===== config.mk =====
export PLATFORM = sky130hd
export DESIGN_NAME = dpd_ram
export DESIGN_NICKNAME = d
export VERILOG_FILES = /design/src/design/dpd_ram.sv
export SDC_FILE = /design/constraint.sdc
export NUM_CORES = 2
export LEC_CHECK = 0
export ABC_AREA = 0
export BUFFER_PORTS_ARGS = -buffer_cell sky130_fd_sc_hd__buf_4
export CAP_MARGIN = 20
export CORE_MARGIN = 1.5
export CORE_UTILIZATION = 45
export CTS_CLUSTER_DIAMETER = 60
export DETAILED_ROUTE_END_ITERATION = 10
export HOLD_SLACK_MARGIN = 0.02
export SLEW_MARGIN = 15
export SYNTH_ARGS = -nofsm -noshare
export SYNTH_HDL_FRONTEND = slang
export SYNTH_SLANG_ARGS = --single-unit

===== constraint.sdc =====
create_clock -name clk -period 2.35 [get_ports clk]
set_input_delay 0 -clock clk [delete_from_list [all_inputs] [get_ports clk]]
set_output_delay 0 -clock clk [all_outputs]
set_load 0.02 [all_outputs]

===== src/design/dpd_ram.sv =====
// generic single-clock ram, one write and one registered read port
`default_nettype none

module dpd_ram #(
    parameter int WIDTH = 8,
    parameter int DEPTH = 256
) (
    input  wire logic                     clk,
    input  wire logic                     wr_en,
    input  wire logic [$clog2(DEPTH)-1:0] wr_addr,
    input  wire logic [WIDTH-1:0]         wr_data,
    input  wire logic                     rd_en,
    input  wire logic [$clog2(DEPTH)-1:0] rd_addr,
    output logic      [WIDTH-1:0]         rd_data
);

    logic [WIDTH-1:0] mem [DEPTH];
    logic [WIDTH-1:0] rd_data_reg;

    // write port
    always_ff @(posedge clk)
    begin
        if (wr_en)
        begin
            mem[wr_addr] <= wr_data;
        end
    end

    // read port, data held until the next read
    always_ff @(posedge clk)
    begin
        if (rd_en)
        begin
            rd_data_reg <= mem[rd_addr];
        end
    end

    assign rd_data = rd_data_reg;

endmodule

`default_nettype wire


==> impl.org <==
** Yosys
- Cell with the most instances after synthesis :: edfxtp_1
- Mean cell area of the mapped netlist :: between 20 and 25 µm²
- Cell types occupying the most area after synthesis :: edfxtp_1 (78%), mux4_2 (13%), mux2i_1 (1.7%)
- In this run the cell area of the synthesized design comes to 0.0796 mm².
- After synthesis, the share of flip-flops with an asynchronous set or reset is 0.
- Top cell type's share of synthesized area :: 0.775
- Post-Synthesis Cells :: 3733
- Flip-flop and latch count after synthesis :: 2056
- By count the netlist is led by edfxtp_1 (2056), mux4_2 (454), nor2_1 (282).
- Largest family of logic cells by synthesized area :: multiplexers
- Of the total synthesized cell area, the portion taken by XOR and XNOR cells is 0.
- Post-synth EDFFs :: 2056
- Of the total synthesized cell area, the portion taken by full adders, half adders and majority gates is 0.
- The Yosys step of the flow raised 0 warnings.
- The number of nets in the synthesized netlist is around 3800.
- Proportion of synthesized area in mux cells :: 0.146
- Among all flip-flop cells after synthesis, the most frequent one is edfxtp_1.
- Fraction of the mapped netlist area in simple logic gates :: 0.0263
- Synthesis instantiated 54 different standard cells from the library.
- The post-synthesis compound-gate area fraction came to 0.0342.
- Of all cell types, the one taking the most synthesized area is edfxtp_1.
- Seq/Total Area, Yosys :: 0.775

** STA
- For the pin with the worst max-slew slack, the measured transition is ~1.1 ns.
- Slack of the critical path :: -0.0996 ns
- Finish-stage setup viols :: 2
- For this run, the top clock speed supported by timing is between 0.4 and 0.5 GHz.
- Post-route clock period utilization :: 1.04
- Minimum clock period after layout :: around 2.4 ns
- The number of endpoints with negative hold slack in the final report came to 0.
- Fin Clk Skew :: 0.0368 ns
- The worst pin sits at a relative slew slack of 0.234.
- Hold is met by 0.109 ns.
- Summed over all failing endpoints, the final setup total negative slack is -0.150 ns.
- Setup repair after global routing could not meet its margin everywhere.
- Number of max-slew violations in the final report :: 0

** GRT
- Entering global routing, the biggest net connects 144 pins.
- The first global-routing pass estimated 294 mm of wire.
- GRT Resource Usage Total :: 0.228
- The number of antenna violations at the first check in global routing was 10.
- The total overflow left after global routing is 0.
- Number of global-route vias before repair :: just over 40000

** Cells and area
- Of the cells placed in the final design, the portion with a size suffix greater than 1 is 0.328.
- For this run, the number of standard cells in the final layout without fillers is roughly 7000.
- # nets final :: between 4000 and 5000
- Area of all placed cells without fillers :: around 0.095 mm²
- Layout filler cell count :: roughly 14000
- Post-synthesis to final-layout area growth :: 18.7%
- Flip-flop count of the largest register after layout :: 2048
- Once layout is complete, the utilization of the core stands at 0.537.

** Power and ir drop
- Summed over all cells, the static leakage comes to 30.5 nW.
- Post-layout power :: approximately 76 mW
- For this design the ratio of total power to cell area is 802 mW/mm².
- In this run the power spent charging and discharging nets is 16.5 mW.
- Switching portion of total power :: 0.218
- Peak supply drop :: ~0.00079 V
- The internal power of the cells totals a little under 60 mW.
- Relative contribution of the clock network to total power :: 0.409
- Of the total power, combinational logic draws 0.057.
- Share of total power in sequential cells :: 0.534

** Clock network
- Buffer count from post-CTS setup fixing :: 0
- TritonCTS created approximately 210 clock buffers.
- Clock edge transition at the registers on the reported setup and hold paths :: approximately 0.060 ns
- At the later pin of the worst-skew pair, clock insertion delay measures about 0.86 ns.
- Master cell of the clock root buffer :: clkbuf_16
- Clock Path Buffers :: 3
- Clock tree synthesis found a total of 2056 sinks.
- Clock tree from TritonCTS :: built
- The H-tree was split into 4 levels.

** Placed design
- Once placement completed, the tool counted placed cells totaling between 6000 and 7000.
- After legalization and detailed placement, the total HPWL measured around 130 mm.
- Routability congestion estimate :: roughly 0.85
- Summing all placed instances gives a cell area of between 0.08 and 0.09 mm².
- The count of buffers added on input and output ports is 34.
- Pre-CTS setup slack :: -0.929 ns

** Setup path
- Data arrives at the worst endpoint at about 3.0 ns.
- Data on the critical path is required at its endpoint by between 2 and 3 ns.
- Type of destination of the critical path :: flop
- Crit start category :: flop
- The worst setup path is of the flop to flop kind.
- Maximum fanout along the worst path :: 1

** Floorplanning
- Core Box Area :: 0.176 mm²
- The die covers 0.180 mm².
- Die Span Y :: around 420 µm
- For this configuration, the core starts out at a cell density of 0.453.
- Boundary pin count :: 35
- Row count :: around 150
- The die is ~420 µm wide.

** Drt
- DRC errors left :: 0
- Routed via count :: 40800
- Number of routed nets with antenna violations :: 0
- Vias per inst :: around 5.9
- Total length of routed wires :: just over 200 mm
- DR pass1 iterations :: 7
- After detailed routing, the average wire length per cell comes to around 29 µm.
- The detailed router finished its first iteration with about 4600 violations.

** Min path
- The min-delay analysis places its worst path in the category primary input to flop.

** Run status
- The checks that failed: setup timing.
- Run status :: finished with violations

** Run
- Across the run, the number of max-cap violations was 0.
-- path summary, 6_finish.rpt --
kind,from,end,slack (ns),depth (start not counted)
setup reg to reg,mem[139][7],rd_data[7],-0.1,7
setup / recovery,mem[139][7],rd_data[7],-0.1,7
hold / removal,rd_addr[7],rd_data[5],0.11,5
hold reg to reg,mem[32][5],rd_data[5],1.12,6
-- routing by layer --
metal,GRT usage,vias to the layer above,part of all wire
met2,0.360,1605,0.48
met4,0.0618,2,0.026
met5,0.00645,-,0.00078
met3,0.0419,293,0.073
met1,0.327,21700,0.42
li1,-,17200,-
-- area by class of cell --
cell class              instances  area [µm²]  share of cell area
flip-flops and latches       2056       61700               0.653
multi-input cells            1442       16800               0.177
repair buffers                749        6730              0.0711
clock buffers                 256        5360              0.0567
well taps                    2340        2930              0.0310
clock inverters               124        1000              0.0106
diodes                          4        10.0            0.000106
inverters                       2        7.51           0.0000794
-- logic make-up after synthesis --
group	Yosys count
DFF	2056
muxes	591
and+or+nand+nor	466
AOI/OAI and AO/OA	385
buffers and inverters	235
-- placed cells by master (no fill, tap or decap), types with 14 or more instances in the layout --
cell type / Yosys / layout
dlygate4sd3_1: 0 / 22
mux4_2: 454 / 455
clkbuf_1: 111 / 49
a22oi_1: 133 / 129
mux2i_1: 134 / 134
buf_4: 27 / 638
nor2b_1: 31 / 27
nor4_1: 24 / 14
nor3_1: 22 / 17
clkbuf_16: 0 / 207
buf_12: 8 / 78
nor2_1: 282 / 275
nand3_1: 34 / 31
clkinv_2: 0 / 35
o221ai_1: 46 / 44
edfxtp_1: 2056 / 2056
nand2_1: 33 / 33
o22ai_1: 28 / 28
clkinv_1: 1 / 59
a21oi_1: 96 / 95
-- power groups by stage --
stage                     logic, mW  registers, mW  clock network [mW]
after detailed placement       4.28           41.3                   0
after CTS                      4.36           40.5                31.5
after global routing           4.58           40.5                32.9
final                          4.35           40.5                31.0
after global placement         4.23           41.3                   0
after floorplan                1.96           41.3                   0
-- repair_timing --
| item | in CTS | in global routing |
|---|---|---|
| resized for setup | 31 | 21 |
| cloned | 0 | 0 |
| hold buffers | 22 | 0 |
| endpoints found under the hold margin | 2456 | 0 |
| pin swaps | 10 | 11 |
| endpoints found under the setup margin | 8 | 11 |
-- worst max-delay path: stages (launching register included) --
cell,delay [ns]
edfxtp_1,0.37
mux4_2,0.50
mux4_2,0.55
nor2_4,0.18
a2111oi_4,0.05
nor3_2,0.29
buf_4,0.20
nor4_2,0.05
Power figures use the tool's default switching activity.
