--- config.mk ---
export PLATFORM = sky130hd
export DESIGN_NAME = dpd_parser
export DESIGN_NICKNAME = d
export VERILOG_FILES = /design/src/design/dpd_pkg.sv /design/src/design/dpd_parser.sv
export SDC_FILE = /design/constraint.sdc
export NUM_CORES = 1
export LEC_CHECK = 0
export BUFFER_PORTS_ARGS = -buffer_cell sky130_fd_sc_hd__buf_2
export CORE_MARGIN = 5
export CORE_UTILIZATION = 65
export CTS_BUF_LIST = sky130_fd_sc_hd__clkbuf_4
export DETAILED_ROUTE_END_ITERATION = 16
export PLACE_DENSITY = 0.95
export SYNTH_ARGS = -nofsm -noshare
export SYNTH_HDL_FRONTEND = slang
export SYNTH_SLANG_ARGS = --single-unit
--- constraint.sdc ---
create_clock -name clk -period 15.4 [get_ports clk]
set_clock_uncertainty 0.15 [all_clocks]
set_input_delay 3.85 -clock clk [delete_from_list [all_inputs] [get_ports clk]]
set_output_delay 3.85 -clock clk [all_outputs]
set_load 0.01 [all_outputs]
--- src/design/dpd_pkg.sv ---
// shared types, constants and codes of the delta patch decoder
`default_nettype none

package dpd_pkg;

    // reference memory geometry and copy pointer width
    localparam int REF_AW    = 16;
    localparam int REF_DEPTH = 1 << REF_AW;
    localparam int PTR_W     = 18;
    localparam int SIZE_W    = 17;

    // item commands
    localparam logic [1:0] CMD_LOAD    = 2'd0;
    localparam logic [1:0] CMD_PATCH   = 2'd1;
    localparam logic [1:0] CMD_PUMP    = 2'd2;
    localparam logic [1:0] CMD_RESTART = 2'd3;

    // result error codes
    localparam logic [1:0] ERR_NONE   = 2'd0;
    localparam logic [1:0] ERR_SOURCE = 2'd1;
    localparam logic [1:0] ERR_BUSY   = 2'd2;

    // patch opcodes
    localparam logic [7:0] OP_LONG_COPY = 8'h00;
    localparam logic [7:0] OP_ESCAPE    = 8'h80;

    // patch parser phases
    typedef enum logic [2:0] {
        PH_IDLE,
        PH_LIT,
        PH_SHORT,
        PH_ESC,
        PH_MIDOFS,
        PH_BIGLIT,
        PH_LONG
    } dpd_phase_t;

    // one input word
    typedef struct packed {
        logic [1:0]        command;
        logic [7:0]        in_byte;
        logic [REF_AW-1:0] ref_address;
        logic              last_diff;
    } dpd_item_t;

    // one result word
    typedef struct packed {
        logic        out_valid;
        logic [7:0]  out_byte;
        logic [31:0] out_position;
        logic        copy_pending;
        logic        stream_done;
        logic [1:0]  error_code;
    } dpd_result_t;

    // reference memory request from the parser
    typedef struct packed {
        logic              wr_en;
        logic [REF_AW-1:0] wr_addr;
        logic [7:0]        wr_data;
        logic              rd_en;
        logic [REF_AW-1:0] rd_addr;
    } dpd_mem_req_t;

    // partial result that waits in the read stage for the memory read
    typedef struct packed {
        logic        out_valid;
        logic        from_mem;
        logic [7:0]  byte_val;
        logic [31:0] position;
        logic        copy_pending;
        logic        stream_done;
        logic [1:0]  error_code;
    } dpd_stage_t;

endpackage

`default_nettype wire

--- src/design/dpd_parser.sv ---
// patch parser and copy sequencer, issues reference memory accesses
`default_nettype none

module dpd_parser (
    input  wire logic                           clk,
    input  wire logic                           rst_n,
    input  wire logic                           accept,
    input  wire dpd_pkg::dpd_item_t             item,
    input  wire logic [dpd_pkg::SIZE_W-1:0]     ref_size,
    output dpd_pkg::dpd_mem_req_t               mem_req,
    output dpd_pkg::dpd_stage_t                 stage
);

    localparam logic [dpd_pkg::PTR_W-1:0] DEPTH_PTR = dpd_pkg::PTR_W'(dpd_pkg::REF_DEPTH);

    dpd_pkg::dpd_phase_t            phase_reg, phase_next;
    logic [2:0]                     op_index_reg, op_index_next;
    logic [31:0]                    op_bytes_reg, op_bytes_next;
    logic [dpd_pkg::PTR_W-1:0]      copy_base_reg, copy_base_next;
    logic [dpd_pkg::PTR_W-1:0]      copy_ptr_reg, copy_ptr_next;
    logic [15:0]                    copy_left_reg, copy_left_next;
    logic [23:0]                    lit_left_reg, lit_left_next;
    logic [31:0]                    out_count_reg, out_count_next;
    logic                           final_reg, final_next;

    logic [4:0]                     op_shift;
    logic [31:0]                    op_merged;
    logic [2:0]                     op_index_inc;
    logic                           start_copy;
    logic [dpd_pkg::PTR_W-1:0]      copy_delta;
    logic [15:0]                    copy_len;
    logic                           src_ok;
    logic [7:0]                     b;

    assign b            = item.in_byte;
    assign op_index_inc = op_index_reg + 3'd1;

    // operand byte placement for the multi-byte forms
    always_comb
    begin
        if (phase_reg == dpd_pkg::PH_MIDOFS)
        begin
            op_shift = op_index_reg[0] ? 5'd16 : 5'd8;
        end
        else
        begin
            op_shift = {op_index_reg[1:0], 3'b000};
        end
        op_merged = op_bytes_reg | ({24'b0, b} << op_shift);
    end

    // copy source must lie inside the loaded reference
    assign src_ok = (copy_ptr_reg < {1'b0, ref_size}) && (copy_ptr_reg < DEPTH_PTR);

    // next state and partial result of one word
    always_comb
    begin
        phase_next     = phase_reg;
        op_index_next  = op_index_reg;
        op_bytes_next  = op_bytes_reg;
        copy_base_next = copy_base_reg;
        copy_ptr_next  = copy_ptr_reg;
        copy_left_next = copy_left_reg;
        lit_left_next  = lit_left_reg;
        out_count_next = out_count_reg;
        final_next     = final_reg;
        start_copy     = 1'b0;
        copy_delta     = '0;
        copy_len       = '0;
        mem_req        = '0;
        stage          = '0;

        unique case (item.command)
            dpd_pkg::CMD_LOAD:
            begin
                mem_req.wr_en   = accept;
                mem_req.wr_addr = item.ref_address;
                mem_req.wr_data = b;
            end
            dpd_pkg::CMD_PATCH:
            begin
                if (copy_left_reg != 16'd0)
                begin
                    stage.error_code = dpd_pkg::ERR_BUSY;
                end
                else if (!final_reg)
                begin
                    unique case (phase_reg)
                        dpd_pkg::PH_LIT:
                        begin
                            lit_left_next  = lit_left_reg - 24'd1;
                            if (lit_left_next == 24'd0)
                            begin
                                phase_next = dpd_pkg::PH_IDLE;
                            end
                            stage.out_valid = 1'b1;
                            stage.byte_val  = b;
                        end
                        dpd_pkg::PH_SHORT:
                        begin
                            start_copy = 1'b1;
                            copy_delta = {{(dpd_pkg::PTR_W-8){b[7]}}, b};
                            copy_len   = {9'b0, op_bytes_reg[6:0]};
                        end
                        dpd_pkg::PH_ESC:
                        begin
                            op_index_next = 3'd0;
                            if (b == 8'h00)
                            begin
                                op_bytes_next = '0;
                                phase_next    = dpd_pkg::PH_BIGLIT;
                            end
                            else
                            begin
                                op_bytes_next = {24'b0, b};
                                phase_next    = dpd_pkg::PH_MIDOFS;
                            end
                        end
                        dpd_pkg::PH_MIDOFS:
                        begin
                            op_bytes_next = op_merged;
                            op_index_next = op_index_inc;
                            if (op_index_inc >= 3'd2)
                            begin
                                start_copy = 1'b1;
                                copy_delta = {{(dpd_pkg::PTR_W-16){op_merged[23]}},
                                              op_merged[23:8]};
                                copy_len   = {8'b0, op_merged[7:0]};
                            end
                        end
                        dpd_pkg::PH_BIGLIT:
                        begin
                            op_bytes_next = op_merged;
                            op_index_next = op_index_inc;
                            if (op_index_inc >= 3'd3)
                            begin
                                lit_left_next = op_merged[23:0];
                                phase_next    = (op_merged[23:0] != 24'd0) ?
                                                dpd_pkg::PH_LIT : dpd_pkg::PH_IDLE;
                            end
                        end
                        dpd_pkg::PH_LONG:
                        begin
                            op_bytes_next = op_merged;
                            op_index_next = op_index_inc;
                            if (op_index_inc >= 3'd4)
                            begin
                                start_copy = 1'b1;
                                copy_delta = {{(dpd_pkg::PTR_W-16){op_merged[31]}},
                                              op_merged[31:16]};
                                copy_len   = op_merged[15:0];
                            end
                        end
                        dpd_pkg::PH_IDLE:
                        begin
                            op_index_next = 3'd0;
                            op_bytes_next = '0;
                            priority if (b == dpd_pkg::OP_LONG_COPY)
                            begin
                                phase_next = dpd_pkg::PH_LONG;
                            end
                            else if (b < dpd_pkg::OP_ESCAPE)
                            begin
                                lit_left_next = {16'b0, b};
                                phase_next    = dpd_pkg::PH_LIT;
                            end
                            else if (b == dpd_pkg::OP_ESCAPE)
                            begin
                                phase_next = dpd_pkg::PH_ESC;
                            end
                            else
                            begin
                                op_bytes_next = {25'b0, b[6:0]};
                                phase_next    = dpd_pkg::PH_SHORT;
                            end
                        end
                        default:
                        begin
                            phase_next = dpd_pkg::PH_IDLE;
                        end
                    endcase
                    if (item.last_diff)
                    begin
                        final_next = 1'b1;
                    end
                end
            end
            dpd_pkg::CMD_PUMP:
            begin
                if (copy_left_reg != 16'd0)
                begin
                    stage.out_valid = 1'b1;
                    if (src_ok)
                    begin
                        stage.from_mem  = 1'b1;
                        mem_req.rd_en   = accept;
                        mem_req.rd_addr = copy_ptr_reg[dpd_pkg::REF_AW-1:0];
                    end
                    else
                    begin
                        stage.error_code = dpd_pkg::ERR_SOURCE;
                    end
                    copy_ptr_next  = copy_ptr_reg + dpd_pkg::PTR_W'(1);
                    copy_left_next = copy_left_reg - 16'd1;
                end
            end
            dpd_pkg::CMD_RESTART:
            begin
                phase_next     = dpd_pkg::PH_IDLE;
                op_index_next  = '0;
                op_bytes_next  = '0;
                copy_base_next = '0;
                copy_ptr_next  = '0;
                copy_left_next = '0;
                lit_left_next  = '0;
                out_count_next = '0;
                final_next     = 1'b0;
            end
            default:
            begin
                phase_next = phase_reg;
            end
        endcase

        // copy setup, offset taken from the end of the previous copy
        if (start_copy)
        begin
            copy_ptr_next  = copy_base_reg + copy_delta;
            copy_left_next = copy_len;
            copy_base_next = copy_ptr_next + {2'b0, copy_len};
            phase_next     = dpd_pkg::PH_IDLE;
        end

        // saturating output count
        if (stage.out_valid && (out_count_reg != 32'hFFFF_FFFF))
        begin
            out_count_next = out_count_reg + 32'd1;
        end

        stage.position     = out_count_next;
        stage.copy_pending = (copy_left_next != 16'd0);
        stage.stream_done  = final_next && (copy_left_next == 16'd0);
    end

    // parser and copy state
    always_ff @(posedge clk or negedge rst_n)
    begin
        if (!rst_n)
        begin
            phase_reg     <= dpd_pkg::PH_IDLE;
            op_index_reg  <= '0;
            op_bytes_reg  <= '0;
            copy_base_reg <= '0;
            copy_ptr_reg  <= '0;
            copy_left_reg <= '0;
            lit_left_reg  <= '0;
            out_count_reg <= '0;
            final_reg     <= 1'b0;
        end
        else if (accept)
        begin
            phase_reg     <= phase_next;
            op_index_reg  <= op_index_next;
            op_bytes_reg  <= op_bytes_next;
            copy_base_reg <= copy_base_next;
            copy_ptr_reg  <= copy_ptr_next;
            copy_left_reg <= copy_left_next;
            lit_left_reg  <= lit_left_next;
            out_count_reg <= out_count_next;
            final_reg     <= final_next;
        end
    end

endmodule

`default_nettype wire
==> results.md, run 1 <==
* Synthesized flop and latch total at 147
* Gr usage total at 0.345
* Worst hold path type: register to register
* Mapped cell area at 11800 um^2
* DR DRC count at 0
* Worst slew margin at 0.208
* Clk slew on worst S/H paths at 0.13 ns
* Worst-skew pair later-pin latency at 0.61 ns
* NetSw at 0.629 mW
* Die Y-Extent at 144 um
* HPWL after DPL at 26200 um
* Sequential element share of the synthesized area at 0.313
* Root Driver: clkbuf_4
* First DRT Iteration DRCs at 2097
* Buffer levels on the longest clock path at 2
* Cell variety after synth at 77
* Slew Limit Fails at 0
* Gp weighted congestion at 0.992
* H-tree levels at 4
* WL/cell at 19.4 um
* Sequential Power Share at 0.403
* Switching Fraction at 0.443
* VDD IR max at 0.000115 V
* Max_cap viols at 0
* Min-Delay Path Depth at 2
* Critical setup path kind: input port to output port
* Critical-path maximum fanout at 22
* Worst EP arrival at 7.51 ns
* IO Pins at 135
* Cts hold-fix bufs at 0
* Num CTS Buffers at 17
* Initial antenna violation count at 1
* Count of final setup violators at 0
* Commonest cells post-synth: 181 x nand2_1, 168 x nor2_1, 157 x a21oi_1
* Worst path most repeated cell: a21oi_1
* CTS sink cnt at 147
* Area leader, netlist: dfrtp_1
* Req. time, crit path at 11.40 ns
* R2r worst-path depth at 25
* Top-area cell type share of the netlist area at 0.313
* Clk network pwr share at 0.198
* Routed Antenna Nets at 0
* P_int at 0.791 mW
* PwrDens at 111 nW/um^2
* Grt ovf at 0
* Area grow syn2layout at 8.78%
* Startpoint of the worst hold path: op_bytes_reg[13]$_DFFE_PN0P_
* Main synth FF type: dfrtp_1
* CTS tree: done
* Unrepaired setup endpoints after global routing: no
* Worst slew pin tran at 1.18 ns
* # Post-CTS Setup Buffers at 0
* Nets@finish at 1738
* Initial Util at 0.656
* Fin crit period at 11.51 ns
* Vias in the first global route at 11600
* Warnings from Yosys at 0
* Port Buffers at 134
* Rows at 49
* Synth async-reset ratio at 1.00
* DRT met1 WL at 14300 um
* Layout cells sized above 1 at 0.127
* Max layer used: met4
* Horiz. Die Dim at 144 um
* Cell Chain, Critical Path: buf_2 -> inv_1 -> ha_1 -> nor3b_4 -> nand3_1 -> a21oi_1 -> a21oi_1 -> nor4b_1 -> o211ai_1 -> a21oi_1 -> buf_2
* Tcrit/Tclk final at 0.748
* WL final at 36200 um
* Synth area leaders: dfrtp_1 31%, a21oi_1 6.7%, o21ai_0 6.6%
* WHS Endpoint: op_bytes_reg[13]$_DFFE_PN0P_
* Fmax at 86.9 MHz
* Max stage delay on crit path at 1.04 ns
* Crit Reg-Reg Endpoint: copy_base_reg[17]$_DFFE_PN0P_
* Element type at the critical path end: output port
* Global-route wire length before repair at 58000 um
* TritonRoute pass-1 iters at 7
* Final hold vios at 0
* Final hold slack at 0.353 ns
* Via count at 12600
* DR WL met3 at 4040 um
* Setup TNS at 0 ns
* Post-DR vias/cell at 6.76
* Flop2flop setup slack at 8.63 ns
* Leakage power at 5.85 nW
* Met2 WL at 16400 um
* Slowest cell on crit path: a21oi_1
* Status: finished, final reports clean
* Logic gate share of total power at 0.399
* EDFF count, synth at 0
* Setup crit start kind: input port
* Avg Cell Area, Syn at 7.60 um^2
* Post_cts resized at 0
* Core Region at 17900 um^2
* Die footprint at 20900 um^2
* Cells after Synth at 1546
* Worst R2R Start: phase_reg[2]$_DFFE_PN0P_
* Synth Net Count at 1656
* Largest net degree at the start of global routing at 76
* Most frequent cell after synthesis: nand2_1
[per-stage QoR]
step,setup slack (ns),power [mW],area [um^2],utilization,cells
2_1_floorplan,5.52,0.950,11800,-,1546
3_3_place_gp,4.27,1.09,12500,0.696,1838
3_5_place_dp,4.03,1.12,12500,0.696,1838
4_1_cts,4.02,1.39,12800,0.714,1869
5_1_grt,3.63,1.50,12800,0.714,1870
6_report,3.89,1.42,12800,0.714,1870
[worst max-delay path, delay by kind of cell]
family | cells | cell delay (ns)
compound gates | 4 | 1.64
simple gates | 3 | 1.26
fa+ha+maj | 1 | 0.40
buf+inv | 3 | 0.36
[layout make-up]
| type | instances | area [um^2] |
|---|---|---|
| inverter | 53 | 199 |
| multi-input combinational | 1265 | 7550 |
| sequential | 147 | 3680 |
| tap | 229 | 287 |
| antenna | 1 | 2.50 |
| clock inverter | 14 | 188 |
| timing repair buffer | 144 | 752 |
| clock buffer | 17 | 128 |
| fill | 1424 | 5120 |
[power groups by stage]
stage	Combinational, mW	Clock (mW)	Sequential [mW]
final	0.566	0.281	0.572
after global routing	0.623	0.302	0.580
after CTS	0.549	0.281	0.564
after detailed placement	0.545	0	0.570
after global placement	0.524	0	0.567
after floorplan	0.430	0	0.520
[routing by layer]
metal  global-route usage  up-vias
li1                     -     5783
met1                0.463     5892
met2                0.544      806
met3               0.0833      162
met4                0.132        0
met5                    0        -
[placed cells by master (no fill, tap or decap), types with 16 or more instances in the layout]
cell type and count:
a21oi_1 157, o21ai_0 155, xor2_1 17, a21o_1 22, inv_1 53, nor3_1 42
o31ai_1 31, and2_1 48, dfrtp_1 147, clkbuf_4 17, nand2_1 181, nand3_1 60
xnor2_1 23, buf_2 133, a22o_1 18, ha_1 61, and3_1 16, nor4_1 17
nand2b_1 20, nor2_1 168, a31oi_1 22
[worst max-delay path by stage]
| stage | start | end | slack [ns] | cells past startpoint |
|---|---|---|---|---|
| after global placement | item[26] | stage[2] | 4.27 | 11 |
| final | item[26] | stage[2] | 3.89 | 11 |
| after global routing | item[26] | stage[2] | 3.63 | 11 |
| after CTS | item[26] | stage[2] | 4.02 | 11 |
| after floorplan | item[25] | stage[2] | 5.52 | 10 |
| after detailed placement | item[26] | stage[2] | 4.03 | 11 |
[logic make-up (layout without fill, tap and decap cells)]
group                      count (synthesis)  after routing  share of synthesized area
xor gates and xnor gates                  40             40                     0.0298
AOI/OAI and AO/OA                        505            505                      0.264
adders and majority gates                 63             63                     0.0683
muxes                                     14             14                     0.0125
buffers and inverters                    134            228                     0.0445
other                                      0              1                          0
and+or+nand+nor                          643            643                      0.268
DFF                                      147            147                      0.313
(Power assumes the default switching activity.)
==> run 2, diff against run 1 <==
--- a/config.mk
+++ b/config.mk
@@ -7,10 +7,10 @@
 export LEC_CHECK = 0
 export BUFFER_PORTS_ARGS = -buffer_cell sky130_fd_sc_hd__buf_2
 export CORE_MARGIN = 5
-export CORE_UTILIZATION = 65
+export CORE_UTILIZATION = 56
 export CTS_BUF_LIST = sky130_fd_sc_hd__clkbuf_4
 export DETAILED_ROUTE_END_ITERATION = 16
-export PLACE_DENSITY = 0.95
+export PLACE_DENSITY = 0.89
 export SYNTH_ARGS = -nofsm -noshare
 export SYNTH_HDL_FRONTEND = slang
 export SYNTH_SLANG_ARGS = --single-unit
==> constraint.sdc (replaced) <==
create_clock -name clk -period 10.35 [get_ports clk]
set_clock_uncertainty 0.15 [all_clocks]
set_input_delay 2.5875 -clock clk [delete_from_list [all_inputs] [get_ports clk]]
set_output_delay 2.5875 -clock clk [all_outputs]
set_load 0.01 [all_outputs]
==> results.md, run 2 (synthesis gave the netlist of run 1 again) <==
* Status: finished, final reports clean (unchanged)
* Via count at 12500 (was 12600)
* Clk slew on worst S/H paths at 0.14 ns (was 0.13 ns)
* Max stage delay on crit path at 0.97 ns (was 1.04 ns)
* Largest net degree at the start of global routing at 80 (was 76)
* Leakage power at 5.84 nW (was 5.85 nW)
* Nets@finish at 1739 (was 1738)
* Req. time, crit path at 7.61 ns (was 11.40 ns)
* Worst path most repeated cell: buf_2 (was a21oi_1)
* # Post-CTS Setup Buffers at 0 (unchanged)
* Final hold slack at 0.347 ns (was 0.353 ns)
* DR DRC count at 0 (unchanged)
* Global-route wire length before repair at 58600 um (was 58000 um)
* Fmax at 115 MHz
* H-tree levels at 4 (unchanged)
* Slew Limit Fails at 0 (unchanged)
* Min-Delay Path Depth at 2 (unchanged)
* VDD IR max at 0.000104 V (was 0.000115 V)
* Fin util at 0.617 (was 0.714)
* Vias in the first global route at 11500 (was 11600)
* CTS tree: done (unchanged)
* WL final at 36200 um (about the same)
* Worst EP arrival at 5.93 ns (was 7.51 ns)
* Routed Antenna Nets at 0 (unchanged)
* Initial Util at 0.564 (was 0.656)
* IO Pins at 135 (unchanged)
* HPWL after DPL at 26300 um (was 26200 um)
* Tcrit/Tclk final at 0.838
* TritonRoute pass-1 iters at 6 (was 7)
* Root Driver: clkbuf_4 (unchanged)
* Rows at 53 (was 49)
* Worst slew pin tran at 1.30 ns (was 1.18 ns)
* Final Cell Area at 12800 um^2 (about the same)
* Post_cts resized at 0 (unchanged)
* Buffer levels on the longest clock path at 2 (unchanged)
* WP depth at 11 (unchanged)
* Fin crit period at 8.67 ns
* Die footprint at 24000 um^2 (was 20900 um^2)
* WL/cell at 18.9 um (was 19.4 um)
* Cts hold-fix bufs at 0 (unchanged)
* CTS sink cnt at 147 (unchanged)
* Top Family by Delay on Critical Path: simple AND/OR/NAND/NOR gates (was compound AO/OA/AOI/OAI gates)
* Final hold vios at 0 (unchanged)
* Count of final setup violators at 0 (unchanged)
* Worst slew margin at 0.127 (was 0.208)
* Fillers at 1833 (was 1424)
* Core Region at 20800 um^2 (was 17900 um^2)
* Gr usage total at 0.295 (was 0.345)
* Setup TNS at 0 ns (unchanged)
* Buf/Inv on CP at 3 (unchanged)
* Placed cell area at 12500 um^2 (about the same)
* Cell Chain, Critical Path: buf_2 -> inv_1 -> ha_1 -> nor3b_4 -> and4_1 -> o21ai_4 -> nor4_2 -> and2_1 -> nor2_1 -> mux2_2 -> buf_2 (was buf_2 -> inv_1 -> ha_1 -> nor3b_4 -> nand3_1 -> a21oi_1 -> a21oi_1 -> nor4b_1 -> o211ai_1 -> a21oi_1 -> buf_2)
* Worst-skew pair later-pin latency at 0.61 ns (about the same)
* Layout cells sized above 1 at 0.127 (about the same)
* PwrDens at 163 nW/um^2 (was 111 nW/um^2)
* Slowest cell on crit path: nor4_2 (was a21oi_1)
* Setup crit start kind: input port (unchanged)
* Critical-path maximum fanout at 13 (was 22)
* Unrepaired setup endpoints after global routing: no (unchanged)
* Critical setup path kind: input port to output port (unchanged)
* Most frequent cells in the layout: 181 x nand2_1, 168 x nor2_1, 157 x a21oi_1 (unchanged)
* Worst hold path type: register to register (unchanged)
* R2r worst-path depth at 23 (was 25)
* Grt ovf at 0 (unchanged)
* Post-DR vias/cell at 6.50 (was 6.76)
* Max_cap viols at 0 (unchanged)
* Horiz. Die Dim at 155 um (was 144 um)
* Element type at the critical path end: output port (unchanged)
* Area grow syn2layout at 9.25% (was 8.78%)
* Die Y-Extent at 155 um (was 144 um)
* Num CTS Buffers at 17 (unchanged)
* Initial antenna violation count at 1 (unchanged)
* First DRT Iteration DRCs at 1423 (was 2097)
* Gp weighted congestion at 0.978 (was 0.992)
* Port Buffers at 134 (unchanged)
* Most common cell after layout, fill and taps aside: nand2_1 (unchanged)
* Tot Pwr at 2.10 mW (was 1.42 mW)
run 2: cell count changes in the layout (fill, tap and decap cells not counted), sizes merged:
cell | previous run | this run
bufinv | 4 | 3
diode | 1 | 2
buf | 144 | 145
clkbuf | 17 | 20
clkinv | 8 | 4
inv | 54 | 56
run 2: metal layers:
metal	vias to the layer above	global-route usage	wire (um)
met5	-	0	0
li1	5802	-	-
met3	105	0.0456	3600
met4	0	0.112	1160
met2	747	0.467	16500
met1	5808	0.410	14900
run 2: path summary, 6_finish.rpt:
path	startpoint	to	slack, ns
setup reg to reg	phase_reg[2]$_DFFE_PN0P_	copy_base_reg[17]$_DFFE_PN0P_	3.69
max in group asynchronous	rst_n	out_count_reg[2]$_DFFE_PN0P_	6.73
setup / recovery	item[26]	stage[24]	1.68
min in group asynchronous	rst_n	out_count_reg[27]$_DFFE_PN0P_	1.82
hold reg to reg	op_bytes_reg[14]$_DFFE_PN0P_	op_bytes_reg[14]$_DFFE_PN0P_	0.35
hold / removal	op_bytes_reg[14]$_DFFE_PN0P_	op_bytes_reg[14]$_DFFE_PN0P_	0.35
run 2: area by class of cell:
type | instances | area [um^2] | area share
antenna | 2 | 5.00 | 0.000390
tap | 275 | 344 | 0.0268
inverter | 53 | 199 | 0.0155
sequential | 147 | 3680 | 0.286
clock inverter | 11 | 153 | 0.0119
clock buffer | 20 | 150 | 0.0117
multi-input combinational | 1265 | 7550 | 0.588
timing repair buffer | 145 | 759 | 0.0592
run 2: where the power goes:
| group | internal, mW | leakage, nW | switching (mW) |
|---|---|---|---|
| registers | 0.677 | 1.98 | 0.177 |
| logic | 0.310 | 3.70 | 0.529 |
| clock network | 0.177 | 0.163 | 0.227 |
run 2: per-stage QoR:
| stage | cells | setup slack (ns) |
|---|---|---|
| after CTS | 1916 | 1.77 |
| after floorplan | 1546 | 2.99 |
| final | 1918 | 1.68 |
| after global routing | 1918 | 1.50 |
| after detailed placement | 1885 | 1.77 |
| after global placement | 1885 | 1.90 |
run 2: worst reg2reg max path: stages (launching register included):
cell and delay, ns:
dfrtp_1 0.68, or3b_2 0.53, nand2_1 0.18, o21ai_1 0.24
a21oi_1 0.50, nor2_1 0.08, a221oi_1 0.29, nor2_1 0.09
ha_1 0.26, fa_1 0.44, a211oi_1 0.31, o21ai_0 0.18
a31oi_1 0.31, xnor2_1 0.21, ha_1 0.41, o21a_1 0.15
nor2_1 0.05, a2111oi_0 0.36, nor2_1 0.17, o31a_1 0.34
a21oi_1 0.17, o21ai_0 0.12, xnor2_1 0.14, a22o_1 0.19
